**src/hw/rtl/pjd_pkg.sv**
```systemverilog
// Shared types and constants of the priority job dispatcher.
package pjd_pkg;

    localparam int unsigned ResMax = 16;

    typedef enum logic [0:0] {
        FUNC_SUBMIT = 1'b0,
        FUNC_ASSIGN = 1'b1
    } func_t;

    typedef enum logic [0:0] {
        STATUS_DISPATCHED = 1'b0,
        STATUS_REJECTED   = 1'b1
    } status_t;

    typedef struct packed {
        logic [0:0]  func;
        logic [31:0] time_now;
        logic [31:0] process_id;
        logic [7:0]  origin_id;
        logic [7:0]  instr_id;
        logic [15:0] importance;
        logic [31:0] run_length;
        logic [4:0]  max_assign;
    } in_item_t;

    typedef struct packed {
        logic [0:0]  status;
        logic [31:0] job_time;
        logic [31:0] job_process;
        logic [7:0]  job_origin;
        logic [7:0]  job_instr;
        logic [15:0] job_importance;
        logic [31:0] job_length;
        logic [0:0]  last;
    } out_item_t;

    // Stored job: time, process, origin, instr, importance, length.
    typedef struct packed {
        logic [31:0] t;
        logic [31:0] proc_id;
        logic [7:0]  org;
        logic [7:0]  ins;
        logic [15:0] imp;
        logic [31:0] len;
    } entry_t;

    localparam int unsigned EntryW = $bits(entry_t);

    typedef enum logic [3:0] {
        ST_IDLE,
        ST_FREE,
        ST_SLOT_SCAN,
        ST_SLOT_WAIT,
        ST_WRITE,
        ST_REJECT,
        ST_CPU_PICK,
        ST_SCAN,
        ST_SCAN_WAIT,
        ST_READ,
        ST_READ_WAIT,
        ST_EMIT,
        ST_OUT_WAIT
    } state_t;

    // Controller to datapath commands.
    typedef struct packed {
        logic load_item;
        logic release_cpus;
        logic slot_clear;
        logic slot_step;
        logic write_job;
        logic scan_clear;
        logic scan_step;
        logic read_best;
        logic take_best;
        logic emit_job;
        logic emit_reject;
        logic emit_last;
    } cmd_t;

    // Datapath to controller status.
    typedef struct packed {
        logic is_assign;
        logic scan_done;
        logic slot_found;
        logic best_found;
        logic cpu_found;
        logic count_done;
        logic out_busy;
    } sts_t;

endpackage

```
**src/hw/rtl/pjd_ctrl.sv**
```systemverilog
// Controller state machine of the priority job dispatcher.
module pjd_ctrl (
    input  logic           clk,
    input  logic           rst_n,
    input  logic           in_valid,
    output logic           in_ready,
    input  pjd_pkg::sts_t  sts,
    output pjd_pkg::cmd_t  cmd
);

    pjd_pkg::state_t state_reg, state_next;

    always_ff @(posedge clk or negedge rst_n)
    begin
        if (!rst_n)
        begin
            state_reg <= pjd_pkg::ST_IDLE;
        end
        else
        begin
            state_reg <= state_next;
        end
    end

    always_comb
    begin
        state_next = state_reg;
        unique case (state_reg)
            pjd_pkg::ST_IDLE:
                if (in_valid) state_next = pjd_pkg::ST_FREE;
            pjd_pkg::ST_FREE:
                state_next = sts.is_assign ? pjd_pkg::ST_CPU_PICK : pjd_pkg::ST_SLOT_SCAN;
            pjd_pkg::ST_SLOT_SCAN:
                if (sts.slot_found) state_next = pjd_pkg::ST_SLOT_WAIT;
                else if (sts.scan_done) state_next = pjd_pkg::ST_REJECT;
            pjd_pkg::ST_SLOT_WAIT:
                state_next = pjd_pkg::ST_WRITE;
            pjd_pkg::ST_WRITE:
                state_next = pjd_pkg::ST_IDLE;
            pjd_pkg::ST_REJECT:
                if (!sts.out_busy) state_next = pjd_pkg::ST_IDLE;
            pjd_pkg::ST_CPU_PICK:
                if (sts.count_done || !sts.cpu_found) state_next = pjd_pkg::ST_OUT_WAIT;
                else state_next = pjd_pkg::ST_SCAN;
            pjd_pkg::ST_SCAN:
                if (sts.scan_done) state_next = pjd_pkg::ST_SCAN_WAIT;
            pjd_pkg::ST_SCAN_WAIT:
                state_next = sts.best_found ? pjd_pkg::ST_READ : pjd_pkg::ST_OUT_WAIT;
            pjd_pkg::ST_READ:
                state_next = pjd_pkg::ST_READ_WAIT;
            pjd_pkg::ST_READ_WAIT:
                state_next = pjd_pkg::ST_EMIT;
            pjd_pkg::ST_EMIT:
                if (!sts.out_busy) state_next = pjd_pkg::ST_CPU_PICK;
            pjd_pkg::ST_OUT_WAIT:
                if (!sts.out_busy) state_next = pjd_pkg::ST_IDLE;
            default:
                state_next = pjd_pkg::ST_IDLE;
        endcase
    end

    always_comb
    begin
        cmd      = '0;
        in_ready = 1'b0;
        unique case (state_reg)
            pjd_pkg::ST_IDLE:
            begin
                in_ready      = 1'b1;
                cmd.load_item = in_valid;
            end
            pjd_pkg::ST_FREE:
            begin
                // Only an assign item releases finished CPUs.
                cmd.release_cpus = sts.is_assign;
                cmd.slot_clear   = 1'b1;
            end
            pjd_pkg::ST_SLOT_SCAN:
                cmd.slot_step = !sts.slot_found;
            pjd_pkg::ST_WRITE:
                cmd.write_job = 1'b1;
            pjd_pkg::ST_REJECT:
                cmd.emit_reject = !sts.out_busy;
            pjd_pkg::ST_CPU_PICK:
                cmd.scan_clear = 1'b1;
            pjd_pkg::ST_SCAN:
                cmd.scan_step = 1'b1;
            pjd_pkg::ST_READ:
                cmd.read_best = 1'b1;
            pjd_pkg::ST_EMIT:
            begin
                cmd.emit_job  = !sts.out_busy;
                cmd.take_best = !sts.out_busy;
            end
            pjd_pkg::ST_OUT_WAIT:
                cmd.emit_last = !sts.out_busy;
            default:
            begin
                cmd = '0;
            end
        endcase
    end

endmodule

```
**config.mk**
```make
export PLATFORM = sky130hd
export DESIGN_NAME = pjd_ctrl
export DESIGN_NICKNAME = d
export VERILOG_FILES = /design/src/hw/rtl/pjd_pkg.sv /design/src/hw/rtl/pjd_ctrl.sv
export SDC_FILE = /design/constraint.sdc
export NUM_CORES = 1
export LEC_CHECK = 0
export BUFFER_PORTS_ARGS = -buffer_cell sky130_fd_sc_hd__buf_4
export CAP_MARGIN = 10
export CORE_MARGIN = 2
export CORE_UTILIZATION = 35
export CTS_CLUSTER_SIZE = 8
export DETAILED_ROUTE_END_ITERATION = 16
export GPL_TIMING_DRIVEN = 0
export SLEW_MARGIN = 20
export SYNTH_ARGS = -nofsm -noshare
export SYNTH_HDL_FRONTEND = slang
export SYNTH_SLANG_ARGS = --single-unit
```
**constraint.sdc**
```tcl
create_clock -name clk -period 1.85 [get_ports clk]
set_input_delay 0.185 -clock clk [delete_from_list [all_inputs] [get_ports clk]]
set_output_delay 0.185 -clock clk [all_outputs]
set_load 0.005 [all_outputs]
```
# Yosys cells after proc, flatten, opt, wreduce, memory -nomap -nowiden
# Index checks and enable logic that the tools add are counted.
[word_totals]
input_bits = 10
output_inout_bits = 13
regBits = 4
elab_cells = 46
[op_classes]
reduce_logical = 7
eq_ne = 17
n_mux = 21
[ops]
columns = ["cell", "n"]
rows = [
  ["one-hot mux 4 bit (11 select lines)", 1],
  ["2-to-1 mux 4 bit", 7],
  ["== test 4 bit, second input constant", 5],
  ["== test 4 x 3 -> 1 bit, second input constant", 4],
  ["2-to-1 mux 1 bit", 9],
  ["== test 4 x 2 -> 1 bit, second input constant", 2],
  ["!= test 2 bit, second input constant", 4],
  ["2-to-1 mux 3 bit", 2],
  ["AND reduction 5 bit", 1],
  ["== test 4 x 1 -> 1 bit, second input constant", 1],
  ["logical NOT 4 bit", 1],
  ["2-to-1 mux 2 bit", 2],
  ["logical NOT 1 bit", 3],
  ["!= test 3 bit, second input constant", 1],
  ["OR reduction 2 bit", 1],
  ["logical OR 1 bit", 1],
]

# Longest topological paths before layout
# Gate-level depths: netlist of run 1.
[logic_depth]
word_depth = 4
mapped_depth = 5
mapped_depth_nobuf = 4

# Worst setup path before layout of run 1
# OpenSTA, ideal clock, no wires.
[synth_path]
path_type = "flip-flop to flip-flop"
start = "register state_reg[2]"
end = "register state_reg[2]"
path_stages_with_launch = 6
setup_slack_ps = 210
t_arrival_ps = 1515
n_path_buf = 1
setup_time_ps = 126
cell_sequence = "dfrtp_1 -> buf_6 -> or3_4 -> a2111oi_4 -> nor4_1 -> a221o_1"
[synth_via]
elab_chain_len = 4
[synth_lines]
columns = ["item", "line_no", "text"]
rows = [
  ["start: declaration", "pjd_ctrl.sv:11", "pjd_pkg::state_t state_reg, state_next;"],
  ["start signal: assignment", "pjd_ctrl.sv:17", "state_reg <= pjd_pkg::ST_IDLE;"],
  ["start signal: assignment", "pjd_ctrl.sv:21", "state_reg <= state_next;"],
  ["== test 4 bit / == test 4 x 3 -> 1 bit (equally long branches)", "pjd_ctrl.sv:28", "unique case (state_reg)"],
  ["OR reduction 2 bit (no source line)", "--", ""],
  ["!= test 2 bit (no source line)", "--", ""],
  ["AND reduction 5 bit (no source line)", "--", ""],
]
# Several ways; a longest one is shown, not always the timed one.
# A chain may end at the register's enable or synchronous reset.

==> out/qor.txt, run 1 <==
Core ar.: 1320 um2
main area contributors after synthesis: dfrtp_1, nor3_1, a2111oi_4
via count: 579
pwr/cell area: 1400 nW/um2
RR Startpoint: state_reg[2]
Final Slew Violations: 0
Crit Path Class: flip-flop to output pin
Slew HR: 73.1%
Comb pwr share: 72.1%
Peak Freq: 0.567 GHz
H-Tree Level Count: 1
largest net degree at the start of global routing: 20
Hold Fails Final Rpt: 0
R2R cell count: 5
most common cell after layout, fill and taps aside: buf_4
VDD IR max: 0.971 mV
TritonCTS Buffers: 3
average size of a mapped cell: 7.51 um2
Yosys warning count: 0
status: completed
CTS Root Cell: clkbuf_4
routability cong.: 0.799
grt total ovfl: 0
Top-Level Pins: 23
Fin Hold WS: 290 ps
die span in y: 41.9 um
CTS Sinks: 4
FP Rows: 13
CP Capture Type: output pin
Clock transition at path regs: 40 ps
FF+latch count, synth: 4
worst setup path startpoint: state_reg[3]
crit share post-route: 95.3%
clock share of power: 10.4%
vias in the first global route: 500
Leak: 0.315 nW
Post-CTS Setup Repair Bufs: 0
RSZ-0062 raised after global routing: no
share of cells above drive strength 1: 39.1%
dpl hpwl: 1040 um
Synth top area share: 19.9%
clock latency on the worst-skew pair: 230 ps
CTS tree: yes
CP required: 1660 ps
# port buffers: 22
DR pass1 iterations: 4
Antenna Cells: 0
remaining antenna violation count after routing: 0
drt total wl: 1310 um
FF-to-FF End: state_reg[2]
post-synth top area cell: dfrtp_1
Die Wd: 41.9 um
endpoints failing setup: 0
synthesized cell area: 503 um2
die footprint: 1760 um2
number of fill cells: 128
unique cell type count in the Yosys netlist: 33
Layout area overhead: 43.8%
most frequent cells in the layout: buf_4, nor3_1, nor2_1
layout net count: 104
Internal Power: 542 uW
detailed-route wire length per cell: 12.2 um
worst hold-check path type: input pin to asynchronous set/reset pin
Worst Path Arrival: 1580 ps
Sw Pwr: 472 uW
critical path startpoint category: flip-flop
sequential area share after synthesis: 19.9%
Flop pwr share: 17.5%
GRT Total Usage: 15.1%
initial core utilization: 38.2%
TNS Setup: 0 ps
clk buf depth: 2
maxcap violations: 0
Worst Clk Skew: 4.56 ps
Least-Margin Pin Slew: 403 ps
Iter 0 DRT Violations: 5
first-pass GRT wire length: 2110 um
switching share of power: 46.5%
Vias/cell: 5.41
initial antenna violation count: 0
R2R setup slack: 140 ps
Post-route DRC: 0
number of flip-flops in the largest register: 4
Syn Inst Count: 67
crit path max fanout: 10
Period minus WS final: 1760 ps
syn_nets: 77
[power groups by stage]
| stage | Sequential (mW) | Clock [mW] | Combinational [mW] |
|---|---|---|---|
| final | 0.178 | 0.105 | 0.731 |
| after global routing | 0.186 | 0.117 | 0.807 |
| after CTS | 0.174 | 0.110 | 0.728 |
| after global placement | 0.173 | 0 | 0.739 |
| after detailed placement | 0.175 | 0 | 0.735 |
| after floorplan | 0.161 | 0 | 0.526 |
[worst max-delay path, stage by stage, from the launching register on]
cell and delay (ps):
dfrtp_2 450, buf_2 200, or2b_2 360, nor3_1 190
buf_4 140
[cell type report]
type,instances,area [um2],share of cell area [%]
multi-input combinational,51,349,48.3
timing repair buffer,23,175,24.2
sequential,4,101,14.0
buffer,6,37.5,5.19
clock buffer,3,22.5,3.11
inverter,5,18.8,2.60
tap,15,18.8,2.60
[logic make-up after synthesis]
logic type | synth area share, %
mux | 1.99
xor+xnor | 1.74
simple gates | 36.6
buf+inv | 11.9
flops | 19.9
compound gates | 27.9
[repair_timing]
action	4_1_cts	5_1_grt
hold buffers	1	0
resized for setup	0	2
hold endpoints to repair	4	0
endpoints found under the setup margin	1	2
[synthesized netlist by cell type]
master / number
nand3b_1: 1
buf_4: 1
o31ai_1: 1
inv_1: 4
o22ai_1: 1
or2b_2: 1
nor3_1: 7
o211ai_1: 2
or2_1: 1
dfrtp_1: 4
o21ai_0: 4
nor4_1: 3
nand4b_1: 1
nor2_1: 5
xnor2_1: 1
o21a_1: 1
or3_4: 1
a311oi_1: 1
buf_6: 1
o2bb2ai_1: 1
a21oi_1: 4
buf_2: 3
nor2b_1: 1
nand2b_1: 2
a221o_1: 1
nor4b_1: 3
nand2_1: 3
mux2i_1: 1
and2_1: 2
a2111oi_4: 1
inv_2: 1
clkbuf_1: 2
a2111oi_0: 1
[how the worst max path moves through the flow]
stage	to	cells past startpoint
6_report	cmd[1]	4
5_1_grt	cmd[7]	4
4_1_cts	cmd[1]	4
3_5_place_dp	state_reg[2]	5
3_3_place_gp	state_reg[2]	5
2_1_floorplan	state_reg[2]	5
[layer usage]
metal | GRT usage, % | share of wire, %
met4 | 1.94 | 0
met1 | 19.4 | 48
met3 | 3.91 | 3.7
met2 | 25.9 | 48
met5 | 0 | 0
[stage by stage]
step | setup WS (ps) | instance area, um2 | instances | power [mW] | utilization (%)
2_1_floorplan | 210 | 503 | 67 | 0.687 | -
3_3_place_gp | 135 | 687 | 104 | 0.912 | 52.1
3_5_place_dp | 142 | 687 | 104 | 0.911 | 52.1
4_1_cts | 53.4 | 716 | 107 | 1.01 | 54.3
5_1_grt | 7.21 | 723 | 107 | 1.11 | 54.9
6_report | 87.1 | 723 | 107 | 1.01 | 54.9
Note: power is estimated with default switching activity, not from simulation.
==> inputs of run 2 (changes only) <==
==> constraint.sdc (replaced) <==
create_clock -name clk -period 1.85 [get_ports clk]
set_input_delay 0.37 -clock clk [delete_from_list [all_inputs] [get_ports clk]]
set_output_delay 0.37 -clock clk [all_outputs]
set_load 0.005 [all_outputs]
==> out/qor.txt, run 2 (synthesis gave the netlist of run 1 again) <==
Internal Power: 678 uW (was 542 uW)
Worst Path Arrival: 1410 ps (was 1580 ps)
Peak Freq: 0.563 GHz (was 0.567 GHz)
R2R cell count: 5 (unchanged)
largest net degree at the start of global routing: 11 (was 20)
most frequent cells in the layout: buf_4, nor3_1, nor2_1 (unchanged)
CP required: 1480 ps (was 1660 ps)
non-filler cells in the finished layout: 115 (was 107)
CP Capture Type: output pin (unchanged)
post-placement cell count: 104 (unchanged)
clock share of power: 8.7% (was 10.4%)
H-Tree Level Count: 1 (unchanged)
maxcap violations: 0 (unchanged)
critical path startpoint category: flip-flop (unchanged)
TritonCTS Buffers: 3 (unchanged)
routability cong.: 0.799 (unchanged)
FF-to-FF End: state_reg[2] (unchanged)
Util after Layout: 61.7% (was 54.9%)
critical path cell sequence: buf_6 -> buf_6 -> nand2_2 -> nor3_2 -> and2_1 -> buf_4 (was buf_2 -> or2b_2 -> nor3_1 -> buf_4)
slowest cell delay on critical path: 370 ps (was 450 ps)
Final Slew Violations: 0 (unchanged)
RR Startpoint: state_reg[0] (was state_reg[2])
Worst Clk Skew: 4.57 ps (was 4.56 ps)
vias in the first global route: 537 (was 500)
CTS Root Cell: clkbuf_4 (unchanged)
remaining antenna violation count after routing: 0 (unchanged)
Antenna Cells: 0 (unchanged)
number of flip-flops in the largest register: 4 (unchanged)
slowest CP cell: dfrtp_1 (was dfrtp_2)
dpl hpwl: 1040 um (unchanged)
Hold Fails Final Rpt: 0 (unchanged)
Crit Path Class: flip-flop to output pin (unchanged)
drt total wl: 1430 um (was 1310 um)
endpoints failing setup: 0 (unchanged)
Flop pwr share: 14.4% (was 17.5%)
TNS Setup: 0 ps (unchanged)
switching share of power: 43.7% (was 46.5%)
cell mode on critical path: buf_6
worst setup path startpoint: state_reg[0] (was state_reg[3])
initial core utilization: 38.2% (unchanged)
Comb pwr share: 76.9% (was 72.1%)
Core ar.: 1320 um2 (unchanged)
via count: 626 (was 579)
FP Rows: 13 (unchanged)
first-pass GRT wire length: 2210 um (was 2110 um)
clock latency on the worst-skew pair: 230 ps (about the same)
most common cell after layout, fill and taps aside: buf_4 (unchanged)
clk buf depth: 2 (unchanged)
dpl cell area: 687 um2 (unchanged)
crit share post-route: 96.0% (was 95.3%)
CTS Sinks: 4 (unchanged)
Leak: 0.364 nW (was 0.315 nW)
crit path to: cmd[10] (was cmd[1])
Vias/cell: 5.44 (was 5.41)
Layout area overhead: 61.7% (was 43.8%)
Slew HR: 74.3% (was 73.1%)
pwr/cell area: 1480 nW/um2 (was 1400 nW/um2)
final instance area: 813 um2 (was 723 um2)
GRT Total Usage: 15.9% (was 15.1%)
Iter 0 DRT Violations: 9 (was 5)
# port buffers: 22 (unchanged)
die span in y: 41.9 um (unchanged)
Die Wd: 41.9 um (unchanged)
initial antenna violation count: 0 (unchanged)
Least-Margin Pin Slew: 376 ps (was 403 ps)
Clock transition at path regs: 40 ps (about the same)
Post-route DRC: 0 (unchanged)
share of cells above drive strength 1: 49.0% (was 39.1%)
CTS tree: yes (unchanged)
grt total ovfl: 0 (unchanged)
Top-Level Pins: 23 (unchanged)
detailed-route wire length per cell: 12.4 um (was 12.2 um)
R2R setup slack: 80 ps (was 140 ps)
DR pass1 iterations: 4 (unchanged)
status: completed (unchanged)
Period minus WS final: 1780 ps (was 1760 ps)
die footprint: 1760 um2 (unchanged)
VDD IR max: 0.761 mV (was 0.971 mV)
worst hold-check path type: input pin to asynchronous set/reset pin (unchanged)
Sw Pwr: 525 uW (was 472 uW)
crit path max fanout: 10 (unchanged)
layout net count: 112 (was 104)
run 2: changes by cell type in the layout (fill, tap and decap cells not counted), sizes merged:
cell,previous run,this run
buf,27,35
run 2: cell type report:
class | instances | area [um2]
buffer | 7 | 58.8
clock buffer | 3 | 22.5
fill | 122 | 504
inverter | 5 | 18.8
multi-input combinational | 51 | 365
sequential | 4 | 101
tap | 15 | 18.8
timing repair buffer | 30 | 228
run 2: how the worst min path moves through the flow:
stage / endpoint / slack (ps)
2_1_floorplan: state_reg[0] / 70
3_3_place_gp: state_reg[1] / 170
3_5_place_dp: state_reg[3] / 170
4_1_cts: state_reg[2] / 460
5_1_grt: state_reg[2] / 480
6_report: state_reg[2] / 470
run 2: what timing repair did:
item / 4_1_cts / 5_1_grt
hold endpoints to repair: 4 / 0
endpoints found under the setup margin: 10 / 5
pin swaps: 0 / 1
hold buffers: 1 / 0
setup buffers: 2 / 5
resized for setup: 7 / 9
run 2: power by group through the flow:
stage          Clock, mW  Sequential (mW)  Combinational (mW)
6_report           0.105            0.173               0.925
5_1_grt            0.117            0.178                1.01
4_1_cts            0.110            0.165               0.806
3_5_place_dp           0            0.175               0.735
3_3_place_gp           0            0.173               0.739
2_1_floorplan          0            0.161               0.526
run 2: critical path, delay by kind of cell, from the launching register on:
| kind | cells | cell delay, ps |
|---|---|---|
| simple gates | 3 | 410 |
| buf+inv | 3 | 380 |
| flops | 1 | 370 |
run 2: stage by stage:
| step | hold slack, ps | power, mW | setup slack (ps) |
|---|---|---|---|
| after floorplan | 74.4 | 0.687 | 210 |
| after global placement | 166 | 0.912 | -31.4 |
| after detailed placement | 167 | 0.911 | -24.1 |
| after CTS | 458 | 1.08 | 8.10 |
| after global routing | 477 | 1.31 | -2.58 |
| final | 475 | 1.20 | 73.7 |
run 2: routing by layer:
metal	track usage (%)	wire [um]	share of wire (%)	vias to the layer above
met1	18.6	665	46	298
met4	4.52	0	0	0
met2	27.8	716	50	14
li1	-	-	-	314
met5	0	0	0	-
met3	4.35	48	3.4	0
==> inputs of run 3 (changes only) <==
Settings changed: BUFFER_PORTS_ARGS -buffer_cell sky130_fd_sc_hd__buf_4 to unset, CORE_MARGIN 2 to unset, DONT_BUFFER_PORTS set to 1.
==> out/qor.txt, run 3 (synthesis gave the netlist of run 1 again) <==
maxcap violations: 0 (unchanged)
share of cells above drive strength 1: 32.4% (was 49.0%)
via count: 524 (was 626)
Final Slew Violations: 0 (unchanged)
Iter 0 DRT Violations: 14 (was 9)
Post-route DRC: 0 (unchanged)
number of flip-flops in the largest register: 4 (unchanged)
drt total wl: 1240 um (was 1430 um)
H-Tree Level Count: 1 (unchanged)
initial antenna violation count: 0 (unchanged)
non-filler cells in the finished layout: 86 (was 115)
Vias/cell: 6.09 (was 5.44)
Layout area overhead: 22.6% (was 61.7%)
Design Power: 1.03 mW (was 1.20 mW)
grt total ovfl: 0 (unchanged)
FP Rows: 13 (unchanged)
clk buf depth: 2 (unchanged)
die span in y: 39.9 um (was 41.9 um)
Least-Margin Pin Slew: 431 ps (was 376 ps)
Die Wd: 39.9 um (was 41.9 um)
largest net degree at the start of global routing: 11 (unchanged)
Top-Level Pins: 23 (unchanged)
CTS Sinks: 4 (unchanged)
crit path max fanout: 10 (unchanged)
dpl hpwl: 903 um (was 1040 um)
Period minus WS final: 1750 ps (was 1780 ps)
CP required: 1480 ps (about the same)
critical path startpoint category: flip-flop (unchanged)
status: completed (unchanged)
die footprint: 1590 um2 (was 1760 um2)
slowest cell delay on critical path: 450 ps (was 370 ps)
Util after Layout: 46.8% (was 61.7%)
crit share post-route: 94.8% (was 96.0%)
most common cell after layout, fill and taps aside: nor2_1 (was buf_4)
Crit Path Class: flip-flop to output pin (unchanged)
initial core utilization: 38.2% (unchanged)
Fin Hold WS: 406 ps (was 475 ps)
critical path cell sequence: clkbuf_4 -> or2b_4 -> nor3_2 (was buf_6 -> buf_6 -> nand2_2 -> nor3_2 -> and2_1 -> buf_4)
Worst Clk Skew: 1.38 ps (was 4.57 ps)
post-placement cell count: 82 (was 104)
vias in the first global route: 410 (was 537)
Slew HR: 71.3% (was 74.3%)
TritonCTS Buffers: 3 (unchanged)
Antenna Cells: 0 (unchanged)
CP Capture Type: output pin (unchanged)
clock latency on the worst-skew pair: 230 ps (about the same)
CTS tree: yes (unchanged)
Peak Freq: 0.570 GHz (was 0.563 GHz)
VDD IR max: 0.596 mV (was 0.761 mV)
GRT Total Usage: 16.9% (was 15.9%)
dpl cell area: 522 um2 (was 687 um2)
endpoints failing setup: 0 (unchanged)
Leak: 0.218 nW (was 0.364 nW)
slowest CP cell: dfrtp_2 (was dfrtp_1)
Clock transition at path regs: 40 ps (about the same)
final instance area: 617 um2 (was 813 um2)
R2R cell count: 5 (unchanged)
routability cong.: 0.850 (was 0.799)
pwr/cell area: 1680 nW/um2 (was 1480 nW/um2)
Core ar.: 1320 um2 (unchanged)
first-pass GRT wire length: 1750 um (was 2210 um)
worst hold-check path type: input pin to asynchronous set/reset pin (unchanged)
remaining antenna violation count after routing: 0 (unchanged)
RSZ-0062 raised after global routing: no
DR pass1 iterations: 4 (unchanged)
CTS Root Cell: clkbuf_4 (unchanged)
# port buffers: 0 (was 22)
layout net count: 83 (was 112)
detailed-route wire length per cell: 14.4 um (was 12.4 um)
most frequent cells in the layout: nor2_1, clkbuf_4, nor3_2, o21ai_0, a21oi_1 (was buf_4, nor3_1, nor2_1)
Hold Fails Final Rpt: 0 (unchanged)
Worst Path Arrival: 1380 ps (was 1410 ps)
[run 3: metal layers]
| layer | up-vias | share of wire, % | wire, um | track usage (%) |
|---|---|---|---|---|
| met4 | 0 | 0 | 0 | 5.17 |
| met5 | - | 0 | 0 | 0 |
| met2 | 24 | 49 | 602 | 26.2 |
| li1 | 256 | - | - | - |
| met1 | 244 | 46 | 566 | 21.6 |
| met3 | 0 | 5.7 | 71 | 5.68 |
[run 3: worst max-delay path: cells and delay by family, from the launching register on]
| kind | cells | cell delay (ps) |
|---|---|---|
| buffers and inverters | 1 | 210 |
| flip-flops | 1 | 450 |
| AND/OR/NAND/NOR | 2 | 490 |
[run 3: timing repair]
action                                  CTS  global route
hold endpoints to repair                  4             0
resized for setup                         4            16
buffers inserted                          0             0
endpoints found under the setup margin    3             9
cloned                                    0             0
pin swaps                                 0             1
hold buffers                              1             0
[run 3: final timing paths]
path / to / startpoint / slack (ps)
max: cmd[1] / state_reg[3] / 100
min: state_reg[2] / rst_n / 410
max reg2reg: state_reg[2] / state_reg[2] / 100
min reg2reg: state_reg[0] / state_reg[0] / 800
max in group asynchronous: state_reg[3] / rst_n / 1260
min in group clk: state_reg[3] / in_valid / 440
[run 3: report_power, final]
part	total [mW]	switching [mW]	leakage [nW]	internal (mW)
clock	0.107	0.0346	0.0138	0.0725
combinational	0.747	0.427	0.155	0.319
sequential	0.180	0.0473	0.0486	0.132
total	1.03	0.509	0.218	0.524
[run 3: final cells by class]
class / instances / area [um2]
buffer: 7 / 57.6
clock buffer: 3 / 22.5
fill: 128 / 701
inverter: 5 / 18.8
multi-input combinational: 51 / 388
sequential: 4 / 101
tap: 15 / 18.8
timing repair buffer: 1 / 10.0
[run 3: through the flow]
step	setup TNS, ps	setup slack, ps
after CTS	-5.18	-3.82
after detailed placement	0	43.0
after floorplan	0	210
after global placement	0	39.0
after global routing	0	9.77
final	0	96.1
